`src/hw/rtl/utf8sp_pkg.sv`:
```
package utf8sp_pkg;

  typedef enum logic [1:0] {
    ST_CHAR  = 2'd0,
    ST_ERROR = 2'd1,
    ST_TERM  = 2'd2
  } status_e;

  localparam logic [7:0] MASK_TOP1  = 8'h80;
  localparam logic [7:0] MASK_TOP2  = 8'hC0;
  localparam logic [7:0] MASK_TOP3  = 8'hE0;
  localparam logic [7:0] MASK_TOP4  = 8'hF0;
  localparam logic [7:0] MASK_TOP5  = 8'hF8;
  localparam logic [7:0] LEAD_TWO   = 8'hC0;
  localparam logic [7:0] LEAD_THREE = 8'hE0;
  localparam logic [7:0] LEAD_FOUR  = 8'hF0;
  localparam logic [7:0] CONT_MARK  = 8'h80;

  typedef struct packed {
    logic [31:0] char_word;
    status_e     status;
    logic        end_of_string;
  } result_t;

endpackage

```
`src/hw/rtl/utf8sp_core.sv`:
```
module utf8sp_core (
  input  logic                clk_i,
  input  logic                rst_ni,
  input  logic                step_i,
  input  logic [7:0]          data_byte_i,
  input  logic                final_byte_i,
  output logic                res_valid_o,
  output utf8sp_pkg::result_t res_o
);
  import utf8sp_pkg::*;

  logic [23:0] held_q, held_d;
  logic [1:0]  cnt_q, cnt_d;
  logic [2:0]  need_q, need_d;
  logic        skip_q, skip_d;

  logic        raise;
  status_e     raise_st;
  logic [31:0] word;
  logic [2:0]  need_dec;

  always_comb begin
    case (cnt_q)
      2'd1:    word = {16'h0, data_byte_i, held_q[7:0]};
      2'd2:    word = {8'h0, data_byte_i, held_q[15:0]};
      2'd3:    word = {data_byte_i, held_q[23:0]};
      default: word = {8'h0, held_q} | {24'h0, data_byte_i};
    endcase
    need_dec = need_q - 3'd1;
  end

  always_comb begin
    held_d      = held_q;
    cnt_d       = cnt_q;
    need_d      = need_q;
    skip_d      = skip_q;
    res_valid_o = 1'b0;
    res_o       = '0;
    raise       = 1'b0;
    raise_st    = ST_ERROR;

    if (skip_q) begin
      if (final_byte_i) begin
        held_d            = '0;
        cnt_d             = '0;
        need_d            = '0;
        skip_d            = 1'b0;
        res_valid_o       = 1'b1;
        res_o.status      = status_e'(need_q[1:0]);
        res_o.end_of_string = 1'b1;
      end
    end else if (need_q == 3'd0) begin
      if (data_byte_i == 8'h00) begin
        raise    = 1'b1;
        raise_st = ST_TERM;
      end else if ((data_byte_i & MASK_TOP1) == 8'h00) begin
        res_valid_o         = 1'b1;
        res_o.char_word     = {24'h0, data_byte_i};
        res_o.status        = ST_CHAR;
        res_o.end_of_string = final_byte_i;
        if (final_byte_i) begin
          held_d = '0;
          cnt_d  = '0;
        end
      end else begin
        if ((data_byte_i & MASK_TOP3) == LEAD_TWO) begin
          need_d = 3'd1;
        end else if ((data_byte_i & MASK_TOP4) == LEAD_THREE) begin
          need_d = 3'd2;
        end else if ((data_byte_i & MASK_TOP5) == LEAD_FOUR) begin
          need_d = 3'd3;
        end else begin
          raise = 1'b1;
        end
        if (final_byte_i) begin
          raise = 1'b1;
        end
        held_d = {16'h0, data_byte_i};
        cnt_d  = 2'd1;
      end
    end else begin
      if ((data_byte_i & MASK_TOP2) != CONT_MARK) begin
        raise = 1'b1;
      end else if (need_dec == 3'd0) begin
        held_d              = '0;
        cnt_d               = '0;
        need_d              = '0;
        res_valid_o         = 1'b1;
        res_o.char_word     = word;
        res_o.status        = ST_CHAR;
        res_o.end_of_string = final_byte_i;
      end else if (final_byte_i) begin
        raise = 1'b1;
      end else begin
        held_d = word[23:0];
        cnt_d  = cnt_q + 2'd1;
        need_d = need_dec;
      end
    end

    if (raise) begin
      held_d = '0;
      cnt_d  = '0;
      if (final_byte_i) begin
        need_d              = '0;
        skip_d              = 1'b0;
        res_valid_o         = 1'b1;
        res_o.char_word     = '0;
        res_o.status        = raise_st;
        res_o.end_of_string = 1'b1;
      end else begin
        need_d = {1'b0, raise_st};
        skip_d = 1'b1;
      end
    end
  end

  always_ff @(posedge clk_i or negedge rst_ni) begin
    if (!rst_ni) begin
      held_q <= '0;
      cnt_q  <= '0;
      need_q <= '0;
      skip_q <= 1'b0;
    end else if (step_i) begin
      held_q <= held_d;
      cnt_q  <= cnt_d;
      need_q <= need_d;
      skip_q <= skip_d;
    end
  end

endmodule

```
`src/hw/rtl/utf8_sequence_packer.sv`:
```
// Groups the bytes of UTF-8 strings into one 32-bit word per character.
// Input channel: in_valid_i / in_stall_o with data_byte_i and final_byte_i,
// one byte per item, final_byte_i set on the last byte of each string.
// Output channel: out_valid_o / out_stall_i with char_word_o, status_o and
// end_of_string_o. Every string closes with exactly one item that has
// end_of_string_o set; errors and terminators carry a zero char_word_o.
// An accepted byte lands in an input register and is decoded by the
// sequence logic as that register advances; the result goes to an output
// register. One byte per cycle is taken unless the receiver stalls.
// Bytes that complete no character or close no string give no item.
// When the receiver stalls with a result held, the input register holds
// its byte and in_stall_o rises while that register is occupied.
// Reset clears the open sequence, the drop-to-end flag and both valid bits.
module utf8_sequence_packer (
  input  logic        clk_i,
  input  logic        rst_ni,
  input  logic        in_valid_i,
  output logic        in_stall_o,
  input  logic [7:0]  data_byte_i,
  input  logic        final_byte_i,
  output logic        out_valid_o,
  input  logic        out_stall_i,
  output logic [31:0] char_word_o,
  output logic [1:0]  status_o,
  output logic        end_of_string_o
);
  import utf8sp_pkg::*;

  logic       in_valid_q;
  logic [7:0] byte_q;
  logic       fin_q;
  logic       advance;
  logic       step;
  logic       res_valid;
  result_t    res;
  logic       out_valid_q;
  result_t    out_q;

  assign advance    = !out_valid_q || !out_stall_i;
  assign in_stall_o = in_valid_q && !advance;
  assign step       = in_valid_q && advance;

  always_ff @(posedge clk_i or negedge rst_ni) begin
    if (!rst_ni) begin
      in_valid_q <= 1'b0;
    end else if (!in_stall_o) begin
      in_valid_q <= in_valid_i;
    end
  end

  always_ff @(posedge clk_i) begin
    if (in_valid_i && !in_stall_o) begin
      byte_q <= data_byte_i;
      fin_q  <= final_byte_i;
    end
  end

  utf8sp_core u_core (
    .clk_i        (clk_i),
    .rst_ni       (rst_ni),
    .step_i       (step),
    .data_byte_i  (byte_q),
    .final_byte_i (fin_q),
    .res_valid_o  (res_valid),
    .res_o        (res)
  );

  always_ff @(posedge clk_i or negedge rst_ni) begin
    if (!rst_ni) begin
      out_valid_q <= 1'b0;
    end else if (advance) begin
      out_valid_q <= step && res_valid;
    end
  end

  always_ff @(posedge clk_i) begin
    if (step && res_valid) begin
      out_q <= res;
    end
  end

  assign out_valid_o     = out_valid_q;
  assign char_word_o     = out_q.char_word;
  assign status_o        = out_q.status;
  assign end_of_string_o = out_q.end_of_string;

endmodule
```
`config.mk`:
```
export PLATFORM = sky130hd
export DESIGN_NAME = utf8_sequence_packer
export DESIGN_NICKNAME = d
export VERILOG_FILES = /design/src/hw/rtl/utf8sp_pkg.sv /design/src/hw/rtl/utf8sp_core.sv /design/src/hw/rtl/utf8_sequence_packer.sv
export SDC_FILE = /design/constraint.sdc
export NUM_CORES = 1
export LEC_CHECK = 0
export ABC_CLOCK_PERIOD_IN_PS = 4590
export BUFFER_PORTS_ARGS = -buffer_cell sky130_fd_sc_hd__clkbuf_2
export CORE_ASPECT_RATIO = 1.1
export CORE_MARGIN = 2
export CORE_UTILIZATION = 57
export CTS_CLUSTER_DIAMETER = 200
export DETAILED_ROUTE_END_ITERATION = 16
export PLACE_DENSITY = 0.84
export SLEW_MARGIN = 5
export SYNTH_ARGS = -nofsm -noshare
export SYNTH_HDL_FRONTEND = slang
export SYNTH_SLANG_ARGS = --single-unit
```
`constraint.sdc`:
```
create_clock -name clk_i -period 4.59 [get_ports clk_i]
set_input_delay 0.918 -clock clk_i [delete_from_list [all_inputs] [get_ports clk_i]]
set_output_delay 0.918 -clock clk_i [all_outputs]
set_load 0.02 [all_outputs]
```
==> results of run 1 <==
==> sequential cells by signal (all words and copies together) (netlist names), 2 cells and up <==
signal,cells
u_core.held_q,24
status_o,2
char_word_o,32
u_core.cnt_q,2
u_core.need_q,3
byte_q,8
==> synth_stat cells (all sizes together) (5+ instances only) <==
cell / n
o21ai: 7
and3: 8
nor2: 31
and2: 5
clkbuf: 7
a22oi: 25
buf: 15
ha: 7
dfrtp: 32
nand3: 5
o2bb2ai: 7
a22o: 26
inv: 10
nand2: 9
a21oi: 14
edfxtp: 44
==> worst paths after layout <==
check	end	slack, ps	cells after the start
setup / recovery	status_o[0]	1230	8
hold / removal	u_core.held_q[15]	490	1
setup reg to reg	status_o[0]	1230	8
hold reg to reg	u_core.held_q[15]	490	1
max in group asynchronous	u_core.held_q[4]	3390	1
min in group asynchronous	out_valid_o	660	1
==> kinds of logic (layout without fill, tap and decap cells) <==
group | Yosys count | in the layout | share of synthesized area [%]
AND/OR/NAND/NOR | 76 | 76 | 11.4
multiplexers | 2 | 2 | 0.593
buffers and inverters | 32 | 76 | 4.32
adder cells (fa/ha/maj) | 7 | 7 | 2.44
other | 1 | 1 | 0.104
AO/OA/AOI/OAI | 94 | 94 | 22.0
flip-flops | 76 | 76 | 59.1
==> cells in the final DEF, fill, tap and decap left out, drive strengths merged, types with 2 or more instances in the layout <==
| cell | n |
|---|---|
| o2bb2ai | 7 |
| inv | 11 |
| and3 | 8 |
| a21oi | 14 |
| nand2b | 3 |
| o31ai | 3 |
| nand2 | 9 |
| a211oi | 2 |
| a22o | 26 |
| a22oi | 25 |
| nor2b | 2 |
| nor3 | 3 |
| edfxtp | 44 |
| o22ai | 3 |
| o21ai | 7 |
| ha | 7 |
| nor2 | 31 |
| and2 | 5 |
| nand3 | 5 |
| clkbuf | 60 |
| bufinv | 3 |
| or2 | 2 |
| a21o | 3 |
| nor4 | 2 |
| dfrtp | 32 |
==> routing by layer <==
metal	up-vias	GRT usage [%]	wire (µm)	part of all wire, %
met3	24	5.29	459	6.2
li1	1167	-	-	-
met2	112	37.8	3830	51
met4	0	14.3	224	3.0
met5	-	0	0	0
met1	1214	30.2	2950	40
==> through the flow <==
stage          hold WS, ps  std cells
2_1_floorplan          450        288
3_3_place_gp           459        396
3_5_place_dp           471        396
4_1_cts                492        412
5_1_grt                513        412
6_report               493        412
==> worst reg2reg max path, stage by stage, from the launching register on <==
cell and delay (ps):
dfrtp_1 400, inv_1 80, ha_1 210, ha_1 400
or3b_4 530, nor3_2 400, nor3_1 140, nor2_2 450
buf_4 410
==> cell type report <==
type,instances,area (µm²),area share (%)
clock buffer,11,151,3.71
clock inverter,5,106,2.60
inverter,10,37.5,0.919
multi-input combinational,180,1320,32.2
sequential,76,2120,51.9
tap,80,100,2.45
timing repair buffer,50,253,6.19
==> report_power, final <==
| part | switching, mW | internal, mW | leakage, nW |
|---|---|---|---|
| Sequential | 0.104 | 0.853 | 0.861 |
| Clock | 0.246 | 0.392 | 0.126 |
| Combinational | 0.496 | 0.246 | 0.679 |
| Total | 0.846 | 1.49 | 1.67 |
==> impl_metrics.ini, run 1 <==
[status]
outcome = finished, final reports clean

[timing]
worst_pin_slew_ps = 868
finalSetupTns_ps = 0
hold_viol = 0
period_needed_ps = 3360
clock_skew_ps = 9.29
rsz0062_at_grt = false
finalSetupViolations = 0
maxSlewViolCount = 0
fmax_mhz = 297
fin_ws_ps = 1230
fin_crit_sh_pct = 73.2
maxSlewHeadroom_pct = 42.2

[detailed_routing]
post-route-drc-count = 0
first_pass_iters = 5
vias = 2517
via_per_inst = 6.11
first_iter_violations = 205
wirelength_mm = 7.46
wl_per_cell_um = 18.1
ant_nets = 0

[final_layout]
finalNetCount = 347
fin_area_um2 = 4090
fin_util_pct = 66.8
drive_above_1_share_pct = 25.6
diodes = 0
nFillCells = 448
area_delta_synth_final_pct = 13.8

[clock_tree]
cts_tree = built
cts_resized = 0
cts_max_path_buffers = 2
cts_hold_buf = 0
cts_root_buf = clkbuf_8
clk_pin_slew_ps = 80
htree_num_levels = 3
worst_skew_pair.late_latency_ps = 360
numCtsBuffers = 9
cts.sinks = 76
postCtsSetupBuffers = 0

[yosys]
seq_area_frac_synth_pct = 59.1
synth_area_leaders = edfxtp_1 37%, dfrtp_1 22%, a22o_1 6.3%, a22oi_1 5.0%, nor2_1 3.1%
syn_nets = 308
synth-seq-cells = 76
synth-edff-count = 44
async_flop_share_pct = 42.1
syn_inst = 288
avgSynthCellArea_um2 = 12.5
netlist_area_um2 = 3590
yosysWarnings = 0
synth_flop_cell = edfxtp_1
ys_types = 50
yosysTopAreaCellShare_pct = 36.8
yosysTopAreaCell = edfxtp_1

[placed_design]
gp_congestion = 0.865
place_ws_ps = 1270
dp_hpwl_mm = 5.06
dpl-instance-area_um2 = 3830
portBuffers = 49

[setup_path]
cp-start-kind = register
worst_ep_required_time_ps = 4620
cpLargestDelayFamily = simple AND/OR/NAND/NOR gates
cp.arrival_ps = 3390
path_buf_inv = 2
startpoint = u_core.need_q[0]
path_cells = inv_1 -> ha_1 -> ha_1 -> or3b_4 -> nor3_2 -> nor3_1 -> nor2_2 -> buf_4
crit_top_cell = ha_1
critical_path_class = reg -> reg
r2r_start = u_core.need_q[0]
worstSetupEndpointType = register
cpMaxStageDelayCell = or3b_4
crit_path_max_fanout = 25
cpPeakStageDelay_ps = 530

[floorplanning]
start_util_pct = 58.7
die-area_um2 = 6950
rows = 30
die_w_um = 79.7
die_y_um = 87.2
core_area_um2 = 6120
ios = 50

[power_and_ir_drop]
vdd.ir_drop.worst_mv = 0.320
leakagePower_nw = 1.67
finalPower_mw = 2.34
power.density_nw_per_um2 = 572

[global_routing]
grt_start_max_net_pins = 33
grt_usage_pct = 23.9
antenna_found_initial = 0
overflow = 0
grt_pass1_wl_mm = 12.2
grt_pass1_vias = 2510

[job]
drv_cap = 0

[hold_path]
hold_path_class = reg -> reg
hp-start = u_core.held_q[15]
No activity file was read; power rests on OpenSTA's default activity.
==> inputs of run 2 (changes only) <==
ABC_AREA = 1   (was unset)
ABC_CLOCK_PERIOD_IN_PS = 3300   (was 4590)
CORE_UTILIZATION = 58   (was 57)
PLACE_DENSITY = 0.85   (was 0.84)
clock period = 3.3 ns   (was 4.59 ns; I/O delays follow)
==> run 2 against run 1 <==
Critical path depth up 4. Cell count up 54%. Clock power up 35%. Critical endpoint is now char_word_o[2]. Highest routed layer unchanged.
==> impl_metrics.ini, run 2 <==
[status]
outcome = finished, final reports clean

[final_layout]
nFillCells = 581
layout_commonest_cell = nand2_1
drive_above_1_share_pct = 15.8
area_delta_synth_final_pct = 12.7
final_cell_mix = 175 x nand2_1, 51 x inv_1, 49 x clkbuf_2
finalNetCount = 565
diodes = 0
largest_reg_flops = 32

[setup_path]
critical_path_class = reg -> reg
worst_ep_required_time_ps = 3300
r2r_cells = 12
path_cells = inv_1 -> ha_1 -> ha_1 -> nand2_4 -> inv_1 -> nand2_1 -> nor2_1 -> inv_1 -> nand3_1 -> nand2_1 -> inv_1 -> buf_4
path_buf_inv = 5
cpLargestDelayFamily = buffers and inverters
cp.arrival_ps = 2900
crit_path_max_fanout = 35
cpPeakStageDelay_ps = 400
cpMaxStageDelayCell = dfrtp_1
cp.depth = 12
regToRegEndpoint = char_word_o[2]
cp-start-kind = register
r2r_setup_slack_ps = 410
r2r_start = u_core.need_q[0]
crit_top_cell = inv_1
worstSetupEndpointType = register

[clock_tree]
htree_num_levels = 3
clk_pin_slew_ps = 90
cts.sinks = 76
cts_hold_buf = 0
worst_skew_pair.late_latency_ps = 360
numCtsBuffers = 9
postCtsSetupBuffers = 0
cts_root_buf = clkbuf_8
cts_tree = built
cts_max_path_buffers = 2
cts_resized = 0

[yosys]
seq_area_frac_synth_pct = 51.2
yosysTopAreaCell = edfxtp_1
synth_flop_cell = edfxtp_1
synth_area_leaders = edfxtp_1 32%, dfrtp_1 19%, nand2_1 16%, inv_1 4.6%, nor2_1 3.9%
avgSynthCellArea_um2 = 8.29
synthTopCellsByCount = 175 x nand2_1, 51 x inv_1, 44 x edfxtp_1
netlist_area_um2 = 4140
syn_inst = 500
synth-edff-count = 44
syn_nets = 520
ys_types = 31
yosysTopAreaCellShare_pct = 31.9
yosysWarnings = 0
synth_most_common_cell = nand2_1
synth-seq-cells = 76
async_flop_share_pct = 42.1

[detailed_routing]
wl_per_cell_um = 16.1
via_per_inst = 5.88
ant_nets = 0
first_iter_violations = 341
post-route-drc-count = 0
wirelength_mm = 10.2
vias = 3733
first_pass_iters = 6

[global_routing]
grt_usage_pct = 27.4
use_met2_pct = 45.6
grt_start_max_net_pins = 36
grt_pass1_vias = 3504
grtUsageMet3_pct = 5.97
antenna_found_initial = 0
grtUsageMet1_pct = 33.6
busiest_layer = met2
overflow = 0
grt_pass1_wl_mm = 16.6

[timing]
maxSlewHeadroom_pct = 40.0
rsz0062_at_grt = false
clock_skew_ps = 11.8
worst_pin_slew_ps = 900
fin_ws_ps = 408
hold_viol = 0
period_needed_ps = 2890
finalSetupTns_ps = 0
fin_crit_sh_pct = 87.7
maxSlewViolCount = 0
finalSetupViolations = 0
fmax_mhz = 346

[power_and_ir_drop]
vdd.ir_drop.worst_mv = 0.552
leakagePower_nw = 2.13
power.density_nw_per_um2 = 925

[floorplanning]
die-area_um2 = 7840
die_w_um = 84.6
start_util_pct = 59.5
ios = 50
rows = 32
core_area_um2 = 6970
die_y_um = 92.7

[placed_design]
dp_hpwl_mm = 6.94
gp_congestion = 0.959
portBuffers = 49
place_ws_ps = 479

[job]
drv_cap = 0

[hold_path]
hold_path_class = in -> async
## run 2: cell types whose count changed after synthesis, sizes merged, moves of 8 or more
cell and change:
and3 -8, nand4 +20, inv +43, nor2 +16
o21ai +18, o21bai +8, a22oi -25, nand2 +171
o211ai +18, a22o -26
## run 2: report_power, final
part           switching (mW)  total [mW]  internal, mW
sequential              0.168        1.46          1.29
clock                   0.355       0.859         0.504
combinational            1.39        2.01         0.617
total                    1.91        4.32          2.41
## run 2: worst max-delay path by stage
stage	start	to	slack [ps]
2_1_floorplan	u_core.need_q[0]	char_word_o[0]	680
3_3_place_gp	u_core.need_q[0]	char_word_o[8]	610
3_5_place_dp	u_core.need_q[0]	char_word_o[6]	480
4_1_cts	u_core.need_q[0]	char_word_o[2]	440
5_1_grt	u_core.need_q[1]	char_word_o[24]	200
6_report	u_core.need_q[0]	char_word_o[2]	410
## run 2: final cells by class
cell class | count | area (µm²) | area share [%]
inverters | 53 | 199 | 4.26
clock buffers | 10 | 128 | 2.73
flip-flops and latches | 76 | 2120 | 45.4
multi-input cells | 346 | 1680 | 36.0
repair buffers | 59 | 320 | 6.86
well taps | 85 | 106 | 2.28
clock inverters | 6 | 111 | 2.38
## run 2: kinds of logic (layout without fill, tap and decap cells)
| group | count (synthesis) | after routing | synth area share [%] |
|---|---|---|---|
| AO/OA/AOI/OAI | 79 | 79 | 12.0 |
| adder cells (fa/ha/maj) | 7 | 7 | 2.11 |
| buffers and inverters | 78 | 128 | 8.18 |
| flip-flops | 76 | 76 | 51.2 |
| other | 1 | 1 | 0.0905 |
| AND/OR/NAND/NOR | 259 | 259 | 26.4 |
## run 2: through the flow
stage                     hold WS (ps)  utilization (%)  cells  instance area, µm²  power [mW]
after global placement             463             63.6    619                4430        3.36
after detailed placement           491             63.6    619                4430        3.44
after global routing               462             67.0    635                4670        4.63
after floorplan                    364                -    500                4140        2.94
final                              409             67.0    635                4670        4.32
after CTS                          437             67.0    635                4670        4.30
## run 2: metal layers
metal	share of wire, %	vias to the layer above
met2	49	214
li1	-	1741
met4	3.5	0
met5	0	-
met1	39	1751
met3	7.7	27
==> inputs of run 3 (changes only) <==
REMOVE_ABC_BUFFERS = 1   (was unset)
==> run 3 against run 2 <==
Flip-flop and latch count unchanged. Clock skew fell by 2.8 ps. Core utilization fell by 0.45 points. Cell count shrank 0.31%. Wire length down 2.6%. Global-route usage decreased by 0.71 points. Die area is the same. Sequential share of layout area grew 0.31 points. Highest routed layer unchanged.
==> impl_metrics.ini, run 3 (same netlist as run 2, synthesis figures left out) <==
[power_and_ir_drop]
vdd.ir_drop.worst_mv = 0.515
finalPower_mw = 4.24
leakagePower_nw = 2.11
power.density_nw_per_um2 = 914

[detailed_routing]
vias = 3686
first_iter_violations = 432
via_per_inst = 5.82
post-route-drc-count = 0
wl_per_cell_um = 15.7
wirelength_mm = 9.96
ant_nets = 0
first_pass_iters = 5

[final_layout]
largest_reg_flops = 32
nFillCells = 543
multiInputGateArea_um2 = 1680
diodes = 0
finalNetCount = 563
final_cell_mix = 175 x nand2_1, 51 x inv_1, 49 x clkbuf_2
layout_commonest_cell = nand2_1
fin_util_pct = 66.6
final_cells = 633
regArea_um2 = 2120
area_delta_synth_final_pct = 11.9
drive_above_1_share_pct = 15.7

[setup_path]
cp-start-kind = register
r2r_start = u_core.need_q[0]
cp.arrival_ps = 2910
critical_path_class = reg -> reg
crit_path_max_fanout = 35
worstSetupEndpointType = register
startpoint = u_core.need_q[0]
r2r_cells = 12
worst_ep_required_time_ps = 3300

[timing]
maxSlewViolCount = 0
fin_crit_sh_pct = 88.2
worst_pin_slew_ps = 867
maxSlewHeadroom_pct = 42.2
hold_viol = 0
clock_skew_ps = 9.01
fin_ws_ps = 391
finalSetupViolations = 0
fmax_mhz = 344
rsz0062_at_grt = false
finalSetupTns_ps = 0
period_needed_ps = 2910

[clock_tree]
cts_tree = built
cts_hold_buf = 0
htree_num_levels = 3
numCtsBuffers = 9
worst_skew_pair.late_latency_ps = 350
cts_max_path_buffers = 2
postCtsSetupBuffers = 0
clk_pin_slew_ps = 80
cts_root_buf = clkbuf_8
cts_resized = 0
cts.sinks = 76

[global_routing]
grt_pass1_wl_mm = 16.7
grt_pass1_vias = 3541
grt_start_max_net_pins = 36
grt_usage_pct = 26.7
antenna_found_initial = 0
overflow = 0

[job]
drv_cap = 0

[placed_design]
post-place-cells = 617
place_ws_ps = 437
dp_hpwl_mm = 6.66
gp_congestion = 0.921
portBuffers = 49

[status]
outcome = finished, final reports clean

[floorplanning]
die_w_um = 84.6
die-area_um2 = 7840
start_util_pct = 59.5
ios = 50
core_area_um2 = 6970
die_y_um = 92.7
rows = 32

[hold_path]
hold_path_class = in -> async
==> run 3: changes by cell type in the layout (fill, tap and decap cells not counted), sizes merged <==
cell / change
clkinv: +2
buf: -2
clkbuf: -1
bufinv: -1
==> run 3: worst paths after layout <==
kind                       slack, ps           endpoint
max reg2reg                      390    char_word_o[20]
min                              410  u_core.held_q[19]
max                              390    char_word_o[20]
max in group asynchronous       2340         in_valid_q
min reg2reg                      490   u_core.need_q[1]
min in group clk_i               480          byte_q[1]
==> run 3: per-stage QoR <==
stage          hold WS [ps]  cell area, µm²
5_1_grt                 473            4640
2_1_floorplan           364            4000
4_1_cts                 439            4640
3_5_place_dp            476            4420
3_3_place_gp            462            4420
6_report                413            4640
==> run 3: final cells by class <==
class | instances | share of cell area [%]
tap | 85 | 2.29
timing repair buffer | 57 | 6.58
sequential | 76 | 45.8
clock buffer | 9 | 2.67
inverter | 53 | 4.29
clock inverter | 7 | 2.13
multi-input combinational | 346 | 36.3
==> run 3: routing by layer <==
metal / routed length [µm] / track usage (%) / up-vias
met2: 4790 / 42.2 / 221
met5: 0 / 0 / -
met4: 282 / 14.4 / 0
li1: - / - / 1743
met1: 4010 / 35.4 / 1690
met3: 871 / 4.46 / 32
==> run 3: power breakdown <==
group	switching (mW)	internal (mW)
Sequential	0.174	1.29
Clock	0.356	0.429
Combinational	1.39	0.602
==> run 3: critical path: stages, from the launching register on <==
cell and delay, ps:
dfrtp_1 410, inv_1 120, ha_1 160, ha_1 380
nand2_4 220, inv_1 120, nand2_1 200, nor2_1 230
inv_1 100, nand3_1 80, nand2_1 80, inv_1 70
buf_4 370
